File: src/rtl/core/grc_isqrt.sv
// Floor integer square root, two radicand bits per cycle.
// Stand-alone unit used by the wall edge test.
module grc_isqrt (
	input  logic        clk,
	input  logic        arst_n,
	input  logic        start,
	input  logic [37:0] radicand,
	output logic        busy,
	output logic [18:0] root
);
	logic [37:0] x_q;
	logic [19:0] rem_q;
	logic [18:0] root_q;
	logic [4:0]  cnt_q;
	logic        busy_q;
	logic [21:0] acc;
	logic [21:0] trial;
	logic [21:0] diff;

	assign acc   = {rem_q, x_q[37:36]};
	assign trial = {1'b0, root_q, 2'b01};
	assign diff  = acc - trial;

	always_ff @(posedge clk or negedge arst_n) begin
		if (!arst_n) begin
			busy_q <= 1'b0;
			cnt_q  <= '0;
		end else if (start) begin
			busy_q <= 1'b1;
			cnt_q  <= 5'd18;
		end else if (busy_q) begin
			cnt_q <= cnt_q - 5'd1;
			if (cnt_q == 5'd0) begin
				busy_q <= 1'b0;
			end
		end
	end

	always_ff @(posedge clk) begin
		if (start) begin
			x_q    <= radicand;
			rem_q  <= '0;
			root_q <= '0;
		end else if (busy_q) begin
			x_q <= {x_q[35:0], 2'b00};
			if (acc >= trial) begin
				rem_q  <= diff[19:0];
				root_q <= {root_q[17:0], 1'b1};
			end else begin
				rem_q  <= acc[19:0];
				root_q <= {root_q[17:0], 1'b0};
			end
		end
	end

	assign busy = busy_q;
	assign root = root_q;
endmodule

File: config.mk
export PLATFORM = sky130hd
export DESIGN_NAME = grc_isqrt
export DESIGN_NICKNAME = d
export VERILOG_FILES = /design/src/rtl/core/grc_isqrt.sv
export SDC_FILE = /design/constraint.sdc
export NUM_CORES = 1
export LEC_CHECK = 0
export BUFFER_PORTS_ARGS = -buffer_cell sky130_fd_sc_hd__buf_2
export CORE_MARGIN = 4
export CORE_UTILIZATION = 58
export DETAILED_ROUTE_END_ITERATION = 7
export GPL_ROUTABILITY_DRIVEN = 0
export HOLD_SLACK_MARGIN = 0.03
export PLACE_DENSITY_LB_ADDON = 0.3
export SLEW_MARGIN = 20
export SYNTH_ARGS = -nofsm -noshare
export SYNTH_HDL_FRONTEND = slang
export SYNTH_SLANG_ARGS = --single-unit
File: constraint.sdc
create_clock -name clk -period 2.5 [get_ports clk]
set_input_delay 0.375 -clock clk [delete_from_list [all_inputs] [get_ports clk]]
set_output_delay 0.375 -clock clk [all_outputs]
set_load 0.02 [all_outputs]
==> metrics.txt <==
Critical Path Stages 12; Routed wire per std cell roughly 19 um; Seq cells post-synth 83; measured slew at the worst slew-check pin 1.00 ns; WHS 0.290 ns; ys flop type dfxtp_1; total gr overflow 0; CP endpoint kind register; Initial Util 61.0%; Setup violations, final 0; Non-Filler Instances ~640; part of the power in combinational logic between 50% and 60%; vias per cell around 6.0; pwr dens 1190 mW/mm^2; CTS tree built; Inserted Diodes 0; Tmin final 2.50 ns; initial antenna violation count 0; root buffer cell clkbuf_8; Crit Path Max Fanout 6; DPL Wire Length 7670 um; Clk pwr share 13.9%; switching pwr 2.87 mW; Initial DRT Pass Iterations 5; Worst path max stage delay 0.36 ns; Critical Path, Cell by Cell inv_2, ha_4, buf_4, o21ai_1, a21oi_2, a221oi_4, a311oi_4, buf_4, nor2_4, buf_6, mux2i_2, a211oi_1; Reg clk slew, reported paths 0.10 ns; largest net degree at the start of global routing 51; Async S/R FF share, synth 7.23%; Hold Crit Depth 2; FF/Latch Area 0.00209 sq mm; Post-DRT Antenna Nets 0; Cell Int Power 4.04 mW; slowest CP cell dfxtp_2; DP Cell Count 611; mapped cell area roughly 0.0045 sq mm; H-tree depth 3; Setup TNS Final 0 ns; Syn Nets 495; number of global-route vias before repair 3727; Largest delay share family, worst path compound AO/OA/AOI/OAI gates; area grow syn2layout 28.8%; Setup CP Type reg2reg; most frequent cell after synthesis dfxtp_1; worst-skew pair later-pin latency 0.37 ns; Yosys cell types between 50 and 60; Final nets 604; switching share of power 41.5%; input/output buffers 60; GRT Total Usage 25.3%; Crit path buffers/inverters 4; area of the multi-input gates 0.00255 sq mm; Fin Clk Skew 0.0108 ns; Die Wd 96.3 um; sequential power share 27.0%; CP Launch Type register; Post-Place Setup Slack -0.126 ns; Fillers 444; post-synthesis sequential area ratio a little under half; layout cells sized above 1 41.8%; routed via count 3850; CP required 2.73 ns; I/O Pins 61; Total Wirelength roughly 12000 um; Peak VDD IR 0.000544 V; Num CTS Buffers 9; crit path DAT 2.73 ns; Max Buffers Root-to-Sink 2; setup ws final 0.00107 ns; area leader, netlist edfxtp_1; area fraction of the dominant cell type after synthesis 25.3%; most repeated library cell on the critical path buf_4; Slew Viols, Final 0; gate count of the mapped netlist ~430; r2r worst-path depth 12; yosys warns 0; # rows 31; final hold viol count 0; Slew headroom 32.9%; RSZ-0062 raised after global routing yes; drc violations 0; synthesized area per cell between 10 and 15 sq um; synth cell count leaders dfxtp_1, edfxtp_1, nor2_1; DIE HEIGHT approximately 96 um; CTS sink count 83; Hold Path Class in2reg; status complete, no violations; Synth area leaders edfxtp_1, dfxtp_1, mux2_2; Power Total 6.92 mW; Post-synth EDFFs 38; Leakage 2.53 nW; 1st-iter DRT viols 318; Max Cap Violations 0; upper clock frequency limit 400 MHz; Total Die Area between 0.009 and 0.01 sq mm; Final Cycle Share 100%; core area 0.00741 sq mm; first-pass GRT wire length 17800 um
[through the flow]
step,cell area [sq um],utilization [%]
after floorplan,4520,-
final,5820,78.5
after detailed placement,5170,69.7
after CTS,5570,75.2
after global placement,5170,69.7
after global routing,5820,78.5
[path summary, 6_finish.rpt]
path / from / to / slack (ns)
max in group asynchronous: arst_n / busy$_DFF_PN0_ / 1.98
min in group asynchronous: arst_n / busy$_DFF_PN0_ / 0.36
hold / removal: radicand[1] / x_q[1]$_SDFFCE_PN0P_ / 0.29
setup / recovery: root[9]$_SDFFE_PP0P_ / rem_q[7]$_SDFFE_PP0P_ / 0.001
hold reg to reg: rem_q[16]$_SDFFE_PP0P_ / rem_q[16]$_SDFFE_PP0P_ / 0.51
setup reg to reg: root[9]$_SDFFE_PP0P_ / rem_q[7]$_SDFFE_PP0P_ / 0.001
[cell families (layout without fill, tap and decap cells)]
logic type | count (synthesis) | count (layout) | share of synthesized area [%]
and+or+nand+nor | 112 | 113 | 12.1
DFF | 83 | 83 | 45.9
AOI/OAI and AO/OA | 82 | 82 | 12.8
muxes | 62 | 62 | 14.7
buffers and inverters | 49 | 162 | 4.29
adders and majority gates | 23 | 23 | 6.37
xor gates and xnor gates | 20 | 20 | 3.88
[sequential cells by signal, summed over array words and instances (netlist names)]
register  flops
busy          1
cnt_q         5
x_q          38
root         19
rem_q        20
[cells in the final DEF, fill, tap and decap left out, types with 3 or more instances in the layout]
cell and instances:
buf_2 60, buf_4 50, nor2_1 38, edfxtp_1 38
mux2_2 36, dfxtp_1 28, inv_1 26, nand2_1 24
mux2i_1 24, xnor2_1 14, o21ai_0 13, ha_4 12
dfxtp_2 11, ha_1 10, a211oi_1 9, clkbuf_8 9
a21oi_1 8, a21oi_2 8, nand2b_1 8, nor3_1 8
o211ai_1 7, a21o_1 6, xor2_1 6, buf_6 6
o21ai_1 5, nand3_1 5, a32oi_1 5, dfrtp_1 5
nand4b_1 4, inv_2 3, o21ai_2 3, and3_1 3
and2_1 3
[metal layers]
metal,routed length (um),vias to the layer above,global-route usage (%)
met3,1030,47,7.04
met4,438,0,11.6
met2,5870,207,41.3
met1,4700,1818,30.9
li1,-,1778,-
met5,0,-,0
[timing repair]
item,4_1_cts,5_1_grt
cloned,2,0
buffers inserted,7,8
endpoints found under the setup margin,19,15
hold buffers,1,0
pin swaps,7,25
hold endpoints to repair,6,0
resized for setup,20,50
[worst register-to-register path: stages (launching register included)]
cell and delay [ns]:
dfxtp_2 0.36, inv_2 0.06, ha_4 0.24, buf_4 0.14, o21ai_1 0.08, a21oi_2 0.10, a221oi_4 0.34, a311oi_4 0.16
buf_4 0.18, nor2_4 0.24, buf_6 0.15, mux2i_2 0.23, a211oi_1 0.10
[final cells by class]
class                           count  area share (%)
Clock inverter                      7            1.23
Clock buffer                        9            2.13
Inverter                           29            1.87
Sequential cell                    83            35.9
Multi-Input combinational cell    300            43.8
Tap cell                           99            2.13
Timing Repair Buffer              117            12.9
[power groups by stage]
stage                     logic, mW  clock network, mW  registers, mW
after global routing           4.33               1.03           1.89
after global placement         2.88                  0           1.83
after floorplan                2.12                  0           1.82
after CTS                      3.36              0.966           1.84
after detailed placement       2.97                  0           1.85
final                          4.09              0.963           1.87
Note: power is estimated with default switching activity, not from simulation.
