--- src/rtl/core/grc_div.sv ---
// Restoring radix-2 divider, one quotient bit per cycle.
// Stand-alone unit shared by the angle and wall-height divisions.
module grc_div (
	input  logic        clk,
	input  logic        arst_n,
	input  logic        start,
	input  logic [23:0] dividend,
	input  logic [16:0] divisor,
	output logic        busy,
	output logic [23:0] quotient
);
	logic [16:0] rem_q;
	logic [23:0] quo_q;
	logic [16:0] div_q;
	logic [4:0]  cnt_q;
	logic        busy_q;
	logic [17:0] trial;
	logic [17:0] diff;

	assign trial = {rem_q, quo_q[23]};
	assign diff  = trial - {1'b0, div_q};

	always_ff @(posedge clk or negedge arst_n) begin
		if (!arst_n) begin
			busy_q <= 1'b0;
			cnt_q  <= '0;
		end else if (start) begin
			busy_q <= 1'b1;
			cnt_q  <= 5'd23;
		end else if (busy_q) begin
			cnt_q <= cnt_q - 5'd1;
			if (cnt_q == 5'd0) begin
				busy_q <= 1'b0;
			end
		end
	end

	always_ff @(posedge clk) begin
		if (start) begin
			rem_q <= '0;
			quo_q <= dividend;
			div_q <= divisor;
		end else if (busy_q) begin
			if (!diff[17]) begin
				rem_q <= diff[16:0];
				quo_q <= {quo_q[22:0], 1'b1};
			end else begin
				rem_q <= trial[16:0];
				quo_q <= {quo_q[22:0], 1'b0};
			end
		end
	end

	assign busy     = busy_q;
	assign quotient = quo_q;
endmodule

--- config.mk ---
export PLATFORM = sky130hd
export DESIGN_NAME = grc_div
export DESIGN_NICKNAME = d
export VERILOG_FILES = /design/src/rtl/core/grc_div.sv
export SDC_FILE = /design/constraint.sdc
export NUM_CORES = 1
export LEC_CHECK = 0
export ABC_AREA = 1
export BUFFER_PORTS_ARGS = -buffer_cell sky130_fd_sc_hd__clkbuf_2
export CAP_MARGIN = 40
export CORE_MARGIN = 2
export CORE_UTILIZATION = 25
export CTS_CLUSTER_SIZE = 25
export DETAILED_ROUTE_END_ITERATION = 10
export PLACE_DENSITY = 0.45
export REMOVE_ABC_BUFFERS = 1
export SYNTH_ARGS = -nofsm -noshare
export SYNTH_HDL_FRONTEND = slang
export SYNTH_SLANG_ARGS = --single-unit
--- constraint.sdc ---
create_clock -name clk -period 2.5 [get_ports clk]
set_clock_uncertainty 0.15 [all_clocks]
set_input_delay 0.375 -clock clk [delete_from_list [all_inputs] [get_ports clk]]
set_output_delay 0.375 -clock clk [all_outputs]
set_load 0.01 [all_outputs]
==> key figures, run 1 <==
Timing
  – Slew Viols, Final: 0
  – Fmax: around 0.44 GHz
  – Max-slew headroom: between 70% and 80%
  – Final worst-path setup slack: 252 ps
  – Fin crit period: 2250 ps
  – RSZ-0062 raised after global routing: false
  – Post-route clock period utilization: between 80% and 90%
  – Final TNS setup: 0 ps
  – Count of final hold-check violations: 0
  – Final setup viols: 0
  – Slew @ Worst Pin: 379 ps

Worst hold path
  – Min-delay src: divisor[5]
  – Min-Delay Path Class: input port to register

Yosys
  – Post-synthesis mux area share: 0%
  – Synth Area in XOR/XNOR: under 10%
  – Flops & latches, synth: 64
  – Synth Area in Compound Gates: about 3.2%
  – Main combinational cell family by area after synthesis: simple AND/OR/NAND/NOR gates
  – Simple logic cell fraction of the synthesized area: between 30% and 40%
  – Mean post-synth cell area: 7.55 sq um
  – Synth Instances: 514
  – Yosys warnings: 0
  – Sequential element share of the synthesized area: between 40% and 50%
  – Post-Synth Adder-Cell Area: 6.64%
  – Synth cell types: 33
  – Synthesized cell area: between 3000 and 4000 sq um

Route
  – Post-route DRC: 0
  – Via count of the routed design: roughly 3,300
  – Drt pass-1 iters: 5
  – Iter 0 DRT Violations: roughly 160
  – Detail-routed via count per cell: ~4.3
  – Antenna-violating nets left: 0
  – Routed wire length: approximately 9600 microns
  – WL/cell: 12.2 microns

Clocking
  – Longest Clk Path Bufs: 2
  – Clock latency on the worst-skew pair: between 300 and 400 ps
  – Root Driver: clkbuf_16
  – Clk pin slew, worst setup/hold paths: about 60 ps
  – Num CTS Buffers: 9
  – CTS tree: built
  – # H-tree levels: 3
  – Clk sinks: 64
  – Post-CTS Setup Bufs: 0

Worst setup path
  – CP max FO: 14
  – Crit Path Class: register to register
  – Worst setup SP type: register
  – Critical R2R Launch: div_q[5]
  – Crit path max-delay family: simple AND/OR/NAND/NOR gates
  – CP max-delay cell: ha_1
  – Top cell by count, worst path: nand2_1
  – Crit end category: register
  – Worst path max stage delay: ~340 ps
  – Crit path DAT: approximately 2300 ps
  – Bufs and invs on worst path: 1
  – Worst endpoint required time: about 2600 ps
  – Crit path from: div_q[5]
  – Crit-path cells: inv_1 > ha_1 > nand2_1 > nor2_2 > nand3_1 > nand3_2 > nand2_4 > nand2_2 > nand2_4 > nand2_8 > nand2_1 > nand3_1 > nand2_1

Layout
  – Layout Nets: about 660
  – Synth-to-layout area growth: 23.3%
  – Register Area: about 1700 sq um
  – # diodes: 0
  – Post-Layout Cell Count: 784
  – Post-layout util: about a third
  – Layout cell share with drive strength beyond 1: 20.3%
  – Multi-input gate area: 1780 sq um
  – Fillcell total: 1,638

Global routing
  – Total GRT Usage: 12.6%
  – Largest net degree at the start of global routing: 25
  – First-pass GRT wire length: 16,400 microns
  – Initial antenna violation count: 0
  – Grt ovf: 0
  – Vias in the first global route: roughly 3,400

Place
  – I/O Buffers: 68
  – GP Congestion: approximately 0.91
  – Worst slack at placement: about 180 ps
  – Placed cell count: between 700 and 800
  – HPWL Detailed: 7140 microns

Power and ir drop
  – Leakage power: around 2.6 nW
  – P per Cell Area: 912 nW/um^2
  – Design Power: 4.37 mW
  – Worst VDD drop: 0.345 mV

Die
  – Die footprint: ~17,000 sq um
  – Die width: approximately 130 microns
  – Die Y: 129 microns
  – # rows: 45
  – Initial core utilization: between 20% and 30%
  – Core area: ~15,000 sq um
  – Num ports: 69

Job
  – MaxCap Viol Count: 0

Status
  – Status: finished clean
logic make-up after synthesis:
family                   Yosys count
AO/OA/AOI/OAI                     23
AND/OR/NAND/NOR                  301
XOR/XNOR                           8
adder cells (fa/ha/maj)           20
flip-flops                        64
buffers and inverters             98
registers in the layout (all words and copies together), names as in the netlist:
register and cells:
div_q 17, busy 1, quotient 24, cnt_q 5, rem_q 17
layer usage:
layer	vias to the layer above	GRT usage (%)	share of wire, %
met5	-	0	0
met2	80	19.4	44
met3	11	4.66	6.5
li1	1758	-	-
met1	1499	16.6	49
met4	0	4.03	1.2
cells in the final DEF, fill, tap and decap left out, drive strengths merged:
cell,n
fa,1
dlygate4sd3,1
nand4,2
bufinv,2
and3,3
dfrtp,6
o21ai,7
nand3b,2
clkbuf,78
ha,19
nand2,214
buf,8
nand3,53
dfxtp,17
a21oi,15
nor3,5
inv,87
nor2,20
a22oi,1
and2,1
clkinvlp,2
or2,1
xor2,4
clkinv,2
edfxtp,41
xnor2,4
worst register-to-register path, delay by kind of cell (launching register included):
kind,cells,cell delay [ps]
adder cells (fa/ha/maj),1,340
buffers and inverters,1,50
flip-flops,1,330
AND/OR/NAND/NOR,11,1270
through the flow:
step           hold WS, ps  area [sq um]
2_1_floorplan        -70.6          3820
3_3_place_gp          59.8          4450
3_5_place_dp          63.7          4450
4_1_cts               46.3          4780
5_1_grt               48.2          4790
6_report              63.2          4790
synth_stat cells, drive strengths merged:
cell	n	area share [%]
nand3	53	7.4
dfxtp	17	8.8
xor2	4	0.90
nor2	20	2.1
clkbuf	6	0.58
a21oi	15	2.1
nand4	2	0.32
and3	3	0.48
inv	87	8.4
ha	19	6.1
or2	1	0.16
buf	5	1.1
fa	1	0.52
o21ai	7	0.90
xnor2	4	0.90
a22oi	1	0.19
edfxtp	41	32
dfrtp	6	3.9
nand2	214	22
and2	1	0.16
nor3	5	0.77
nand3b	2	0.39
repair_timing:
item	CTS	global route
resized for setup	0	2
endpoints found under the hold margin	6	0
hold buffers	1	0
endpoints found under the setup margin	0	6
area by class of cell:
type | instances | area share [%]
inverters | 87 | 6.82
well taps | 188 | 4.91
flip-flops and latches | 64 | 36.0
clock inverters | 6 | 1.75
repair buffers | 77 | 8.57
clock buffers | 10 | 4.78
multi-input cells | 352 | 37.2
power breakdown:
group	total [mW]	internal [mW]	switching, mW
Combinational	1.64	0.606	1.03
Clock	1.33	0.867	0.463
Sequential	1.40	1.30	0.104
final timing paths:
kind	slack, ps	to	cells after the start
max	250	rem_q[5]	13
min	60	div_q[5]	1
max reg2reg	250	rem_q[5]	13
min reg2reg	320	rem_q[13]	2
max in group asynchronous	1780	cnt_q[4]	2
min in group asynchronous	260	cnt_q[3]	2
Power figures use the tool's default switching activity.
==> run 2: changes to the inputs <==
--- a/config.mk
+++ b/config.mk
@@ -8,11 +8,10 @@
 export ABC_AREA = 1
 export BUFFER_PORTS_ARGS = -buffer_cell sky130_fd_sc_hd__clkbuf_2
 export CAP_MARGIN = 40
-export CORE_MARGIN = 2
-export CORE_UTILIZATION = 25
+export CORE_UTILIZATION = 60
 export CTS_CLUSTER_SIZE = 25
 export DETAILED_ROUTE_END_ITERATION = 10
-export PLACE_DENSITY = 0.45
+export PLACE_DENSITY = 0.88
 export REMOVE_ABC_BUFFERS = 1
 export SYNTH_ARGS = -nofsm -noshare
 export SYNTH_HDL_FRONTEND = slang
==> constraint.sdc (replaced) <==
create_clock -name clk -period 2.6 [get_ports clk]
set_clock_uncertainty 0.15 [all_clocks]
set_input_delay 0.39 -clock clk [delete_from_list [all_inputs] [get_ports clk]]
set_output_delay 0.39 -clock clk [all_outputs]
set_load 0.01 [all_outputs]
==> key figures, run 2 (synthesized netlist as in run 1, its figures left out) <==
Status
  – Status: finished clean

Worst setup path
  – Worst endpoint required time: 2690 ps (+110 ps)
  – Worst setup SP type: register
  – CP max FO: 3 (-11)
  – Crit end category: register
  – Crit-path cells: inv_1 > ha_1 > fa_1 > nor2_1 > o21ai_0 > nand2_1 > nand3_1 > nand2_1 > nand2_1 > nand2_1 > nand2_2 > nand3_1 > nand2_1
  – Crit Path Class: register to register
  – Worst path max stage delay: 450 ps (+110 ps)
  – Crit path DAT: 2450 ps (+120 ps)
  – Top cell by count, worst path: nand2_1
  – CP max-delay cell: fa_1

Timing
  – Slew Viols, Final: 0 (unchanged)
  – Count of final hold-check violations: 0 (unchanged)
  – Post-route clock period utilization: 90.9% (+1.0 points)
  – Final TNS setup: 0 ps (unchanged)
  – Max-slew headroom: 47.5% (-27 points)
  – Fmax: 0.423 GHz (-4.9%)
  – RSZ-0062 raised after global routing: false
  – Slew @ Worst Pin: 786 ps (+408 ps)
  – Fin crit period: 2360 ps (+116 ps)
  – Final setup viols: 0 (unchanged)

Power and ir drop
  – Worst VDD drop: 0.585 mV (+70%)
  – P per Cell Area: 826 nW/um^2 (-9.4%)
  – Design Power: 3.68 mW (-16%)
  – Leakage power: 2.45 nW (-3.7%)

Layout
  – Post-layout util: 73.1% (+42 points)
  – Layout Nets: 650 (-0.76%)
  – # diodes: 0 (unchanged)
  – Synth-to-layout area growth: 14.8%
  – Max FFs per register: 24 (unchanged)
  – Commonest non-fill, non-tap cell in the layout: nand2_1
  – Layout cell share with drive strength beyond 1: 19.6% (-0.67 points)
  – Most frequent cells in the layout: nand2_1, inv_1, clkbuf_2

Clocking
  – Clk pin slew, worst setup/hold paths: 70 ps (about the same)
  – Clock latency on the worst-skew pair: 340 ps (about the same)
  – CTS tree: built
  – Root Driver: clkbuf_8
  – Post-CTS Setup Bufs: 0 (unchanged)
  – Longest Clk Path Bufs: 2 (unchanged)
  – # H-tree levels: 3 (unchanged)
  – Clk sinks: 64 (unchanged)
  – Num CTS Buffers: 9 (unchanged)

Route
  – Detail-routed via count per cell: 5.23 (+22%)
  – Via count of the routed design: 3,481 (+4.0%)
  – Iter 0 DRT Violations: 340 (+110%)
  – Routed wire length: 8800 microns (-8.4%)
  – Antenna-violating nets left: 0 (unchanged)
  – Drt pass-1 iters: 5 (unchanged)
  – WL/cell: 13.2 microns (+7.9%)
  – Post-route DRC: 0 (unchanged)

Global routing
  – First-pass GRT wire length: 14,700 microns (-11%)
  – Initial antenna violation count: 0 (unchanged)
  – Largest net degree at the start of global routing: 46 (+84%)
  – Total GRT Usage: 29.1% (+16 points)
  – Vias in the first global route: 3,325 (-2.5%)
  – Grt ovf: 0 (unchanged)

Job
  – MaxCap Viol Count: 0 (unchanged)

Die
  – Die Y: 82.4 microns (-36%)
  – Initial core utilization: 63.7% (+38 points)
  – Die footprint: 6800 sq um (-59%)
  – Num ports: 69 (unchanged)
  – # rows: 28 (-38%)
  – Core area: 6100 sq um (-60%)
  – Die width: 82.4 microns (-36%)

Worst hold path
  – Min-Delay Path Class: input port to register

Place
  – GP Congestion: 0.934 (+2.3%)
  – I/O Buffers: 68 (unchanged)
  – HPWL Detailed: 6550 microns (-8.3%)
run 2: report_power, final:
part | switching, mW | leakage (nW) | internal (mW) | total (mW)
Combinational | 1.02 | 1.75 | 0.561 | 1.58
Sequential | 0.117 | 0.633 | 1.24 | 1.36
Clock | 0.402 | 0.0753 | 0.343 | 0.745
Total | 1.54 | 2.45 | 2.15 | 3.68
run 2: area by class of cell:
| type | count | area, sq um |
|---|---|---|
| Fill cell | 464 | 1640 |
| Clock inverter | 7 | 47.5 |
| Multi-Input combinational cell | 352 | 1770 |
| Sequential cell | 64 | 1720 |
| Timing Repair Buffer | 72 | 373 |
| Inverter | 87 | 327 |
| Clock buffer | 9 | 124 |
| Tap cell | 75 | 93.8 |
run 2: worst max-delay path, delay by kind of cell, from the launching register on:
kind / cells / cell delay, ps
buffers and inverters: 1 / 60
adder cells (fa/ha/maj): 2 / 710
flip-flops: 1 / 360
AO/OA/AOI/OAI: 1 / 110
AND/OR/NAND/NOR: 9 / 860
run 2: worst paths after layout:
path,cells past startpoint,startpoint,slack [ps],to
worst min-delay path,1,divisor[11],70,div_q[11]
worst max register to register,13,quotient[23],240,rem_q[12]
min in group asynchronous,2,arst_n,270,cnt_q[3]
worst max-delay path,13,quotient[23],240,rem_q[12]
max in group asynchronous,2,arst_n,1870,cnt_q[4]
worst min register to register,2,rem_q[3],330,rem_q[3]
run 2: per-stage QoR:
| step | area, sq um | worst slack [ps] | std cells | hold slack [ps] |
|---|---|---|---|---|
| global placement | 4280 | 363 | 649 | 71.3 |
| CTS | 4460 | 281 | 666 | 54.9 |
| detailed placement | 4280 | 317 | 649 | 74.1 |
| floorplan | 3820 | 400 | 503 | -55.6 |
| finish | 4460 | 236 | 666 | 70.1 |
| global route | 4460 | 51.5 | 666 | 55.9 |
run 2: what timing repair did:
action                    4_1_cts  5_1_grt
hold buffers                    1        0
hold endpoints to repair        6        0
resized for setup               0        0
run 2: layer usage:
metal  vias to the layer above  track usage [%]  wire length, microns
met4                         0             11.6                   161
li1                       1751                -                     -
met2                       171             44.9                  4000
met5                         -                0                     0
met1                      1542             39.6                  3900
met3                        17             6.59                   740
==> run 3: changes to the inputs <==
--- a/config.mk
+++ b/config.mk
@@ -12,6 +12,7 @@
 export CTS_CLUSTER_SIZE = 25
 export DETAILED_ROUTE_END_ITERATION = 10
 export PLACE_DENSITY = 0.88
+export RECOVER_POWER = 100
 export REMOVE_ABC_BUFFERS = 1
 export SYNTH_ARGS = -nofsm -noshare
 export SYNTH_HDL_FRONTEND = slang
==> key figures, run 3 (synthesized netlist as in run 1, its figures left out) <==
Timing
  – Post-route clock period utilization: 92.7% (+1.8 points)
  – Fin crit period: 2410 ps (+46.0 ps)
  – Final setup viols: 0 (unchanged)
  – Slew @ Worst Pin: 1310 ps (+523 ps)
  – Fmax: 0.415 GHz (-1.9%)
  – Slew Viols, Final: 0 (unchanged)
  – RSZ-0062 raised after global routing: false
  – Final TNS setup: 0 ps (unchanged)
  – Final worst-path setup slack: 190 ps (-46.0 ps)
  – Max-slew headroom: 12.7% (-35 points)
  – Count of final hold-check violations: 0 (unchanged)

Global routing
  – Grt ovf: 0 (unchanged)
  – Vias in the first global route: 3,325 (unchanged)
  – Initial antenna violation count: 0 (unchanged)
  – Largest net degree at the start of global routing: 46 (unchanged)
  – First-pass GRT wire length: 14,700 microns (unchanged)
  – Total GRT Usage: 29.1% (unchanged)

Worst setup path
  – CP max FO: 15 (+12)
  – R2R depth: 13 (unchanged)
  – Worst setup SP type: register
  – Crit Path Class: register to register
  – Crit end category: register
  – Crit path DAT: 2540 ps (+90 ps)
  – Worst endpoint required time: 2730 ps (+40 ps)

Die
  – Initial core utilization: 63.7% (unchanged)
  – Die Y: 82.4 microns (unchanged)
  – Die width: 82.4 microns (unchanged)
  – # rows: 28 (unchanged)
  – Die footprint: 6800 sq um (unchanged)
  – Core area: 6100 sq um (unchanged)
  – Num ports: 69 (unchanged)

Place
  – Worst slack at placement: 317 ps (unchanged)
  – GP Congestion: 0.934 (unchanged)
  – HPWL Detailed: 6550 microns (unchanged)
  – I/O Buffers: 68 (unchanged)

Route
  – Via count of the routed design: 3,505 (+0.69%)
  – Iter 0 DRT Violations: 355 (+4.4%)
  – Routed wire length: 8760 microns (-0.50%)
  – Post-route DRC: 0 (unchanged)
  – Detail-routed via count per cell: 5.26 (+0.69%)
  – WL/cell: 13.1 microns (-0.50%)
  – Antenna-violating nets left: 0 (unchanged)
  – Drt pass-1 iters: 5 (unchanged)

Layout
  – Commonest non-fill, non-tap cell in the layout: nand2_1
  – Layout cell share with drive strength beyond 1: 13.4% (-6.3 points)
  – Layout Nets: 650 (unchanged)
  – # diodes: 0 (unchanged)
  – Synth-to-layout area growth: 13.2%
  – Max FFs per register: 24 (unchanged)
  – Most frequent cells in the layout: nand2_1, inv_1, nand3_1
  – Fillcell total: 497 (+7.1%)

Clocking
  – Post-CTS Resized: 0 (unchanged)
  – # H-tree levels: 3 (unchanged)
  – Clk pin slew, worst setup/hold paths: 80 ps (about the same)
  – Post-CTS Setup Bufs: 0 (unchanged)
  – Clock latency on the worst-skew pair: 340 ps (about the same)
  – Num CTS Buffers: 9 (unchanged)
  – CTS tree: built
  – Root Driver: clkbuf_8
  – Clk sinks: 64 (unchanged)
  – Longest Clk Path Bufs: 2 (unchanged)
  – Hold Buf Count CTS: 1 (unchanged)

Power and ir drop
  – Switching share of power: 41.6% (-0.13 points)
  – Internal power: 2.13 mW (-0.90%)
  – P per Cell Area: 829 nW/um^2 (+0.28%)
  – Sequential Power Share: 37.3% (+0.4 points)
  – Clock power share: 20.5% (+0.3 points)
  – Leakage power: 2.36 nW (-3.8%)
  – Psw: 1.51 mW (-1.4%)
  – Worst VDD drop: 0.584 mV (-0.17%)
  – Combinational group share of total power: 42.2% (-0.6 points)

Job
  – MaxCap Viol Count: 0 (unchanged)

Status
  – Status: finished clean

Worst hold path
  – Hold Path Stages: 1 (unchanged)
  – Min-Delay Path Class: input port to register
run 3: routing by layer:
metal | part of all wire (%) | track usage [%] | vias to the layer above
met5 | 0 | 0 | -
met4 | 2.1 | 11.6 | 0
met3 | 8.4 | 6.59 | 17
met2 | 45 | 44.9 | 173
met1 | 44 | 39.6 | 1560
li1 | - | - | 1755
run 3: area by class of cell:
class,instances,area [sq um],area share (%)
Multi-Input combinational cell,352,1750,39.8
Tap cell,75,93.8,2.14
Sequential cell,64,1720,39.2
Timing Repair Buffer,72,333,7.57
Clock buffer,9,124,2.82
Clock inverter,7,47.5,1.08
Inverter,87,327,7.43
run 3: power groups by stage:
stage	Sequential [mW]	Combinational [mW]	Clock, mW
4_1_cts	1.36	1.55	0.759
6_report	1.36	1.54	0.746
2_1_floorplan	1.36	1.14	0
3_5_place_dp	1.37	1.53	0
3_3_place_gp	1.37	1.49	0
5_1_grt	1.38	1.74	0.791
run 3: path summary, 6_finish.rpt:
| path | start | slack (ps) | to |
|---|---|---|---|
| worst min register to register | rem_q[3] | 330 | rem_q[3] |
| worst min-delay path | divisor[11] | 70 | div_q[11] |
| worst max register to register | div_q[12] | 190 | rem_q[9] |
| min in group asynchronous | arst_n | 310 | cnt_q[3] |
| worst max-delay path | div_q[12] | 190 | rem_q[9] |
| max in group asynchronous | arst_n | 1740 | busy |
run 3: through the flow:
step	hold slack [ps]	area (sq um)	instances	power (mW)	util, %
after CTS	54.9	4460	666	3.66	73.1
after global routing	55.9	4390	666	3.91	72.1
after floorplan	-55.6	3820	503	2.50	-
after global placement	71.3	4280	649	2.85	70.1
after detailed placement	74.1	4280	649	2.90	70.1
final	67.6	4390	666	3.64	72.1
run 3: critical path: stages (launching register included):
cell	delay, ps
edfxtp_1	330
inv_1	40
ha_1	360
nand2_1	120
inv_1	60
nand2_1	60
nand3_1	100
a21oi_2	250
nand2_1	150
nand2_4	190
nand2_4	160
nand2_1	120
nand3_1	120
nand2_1	120
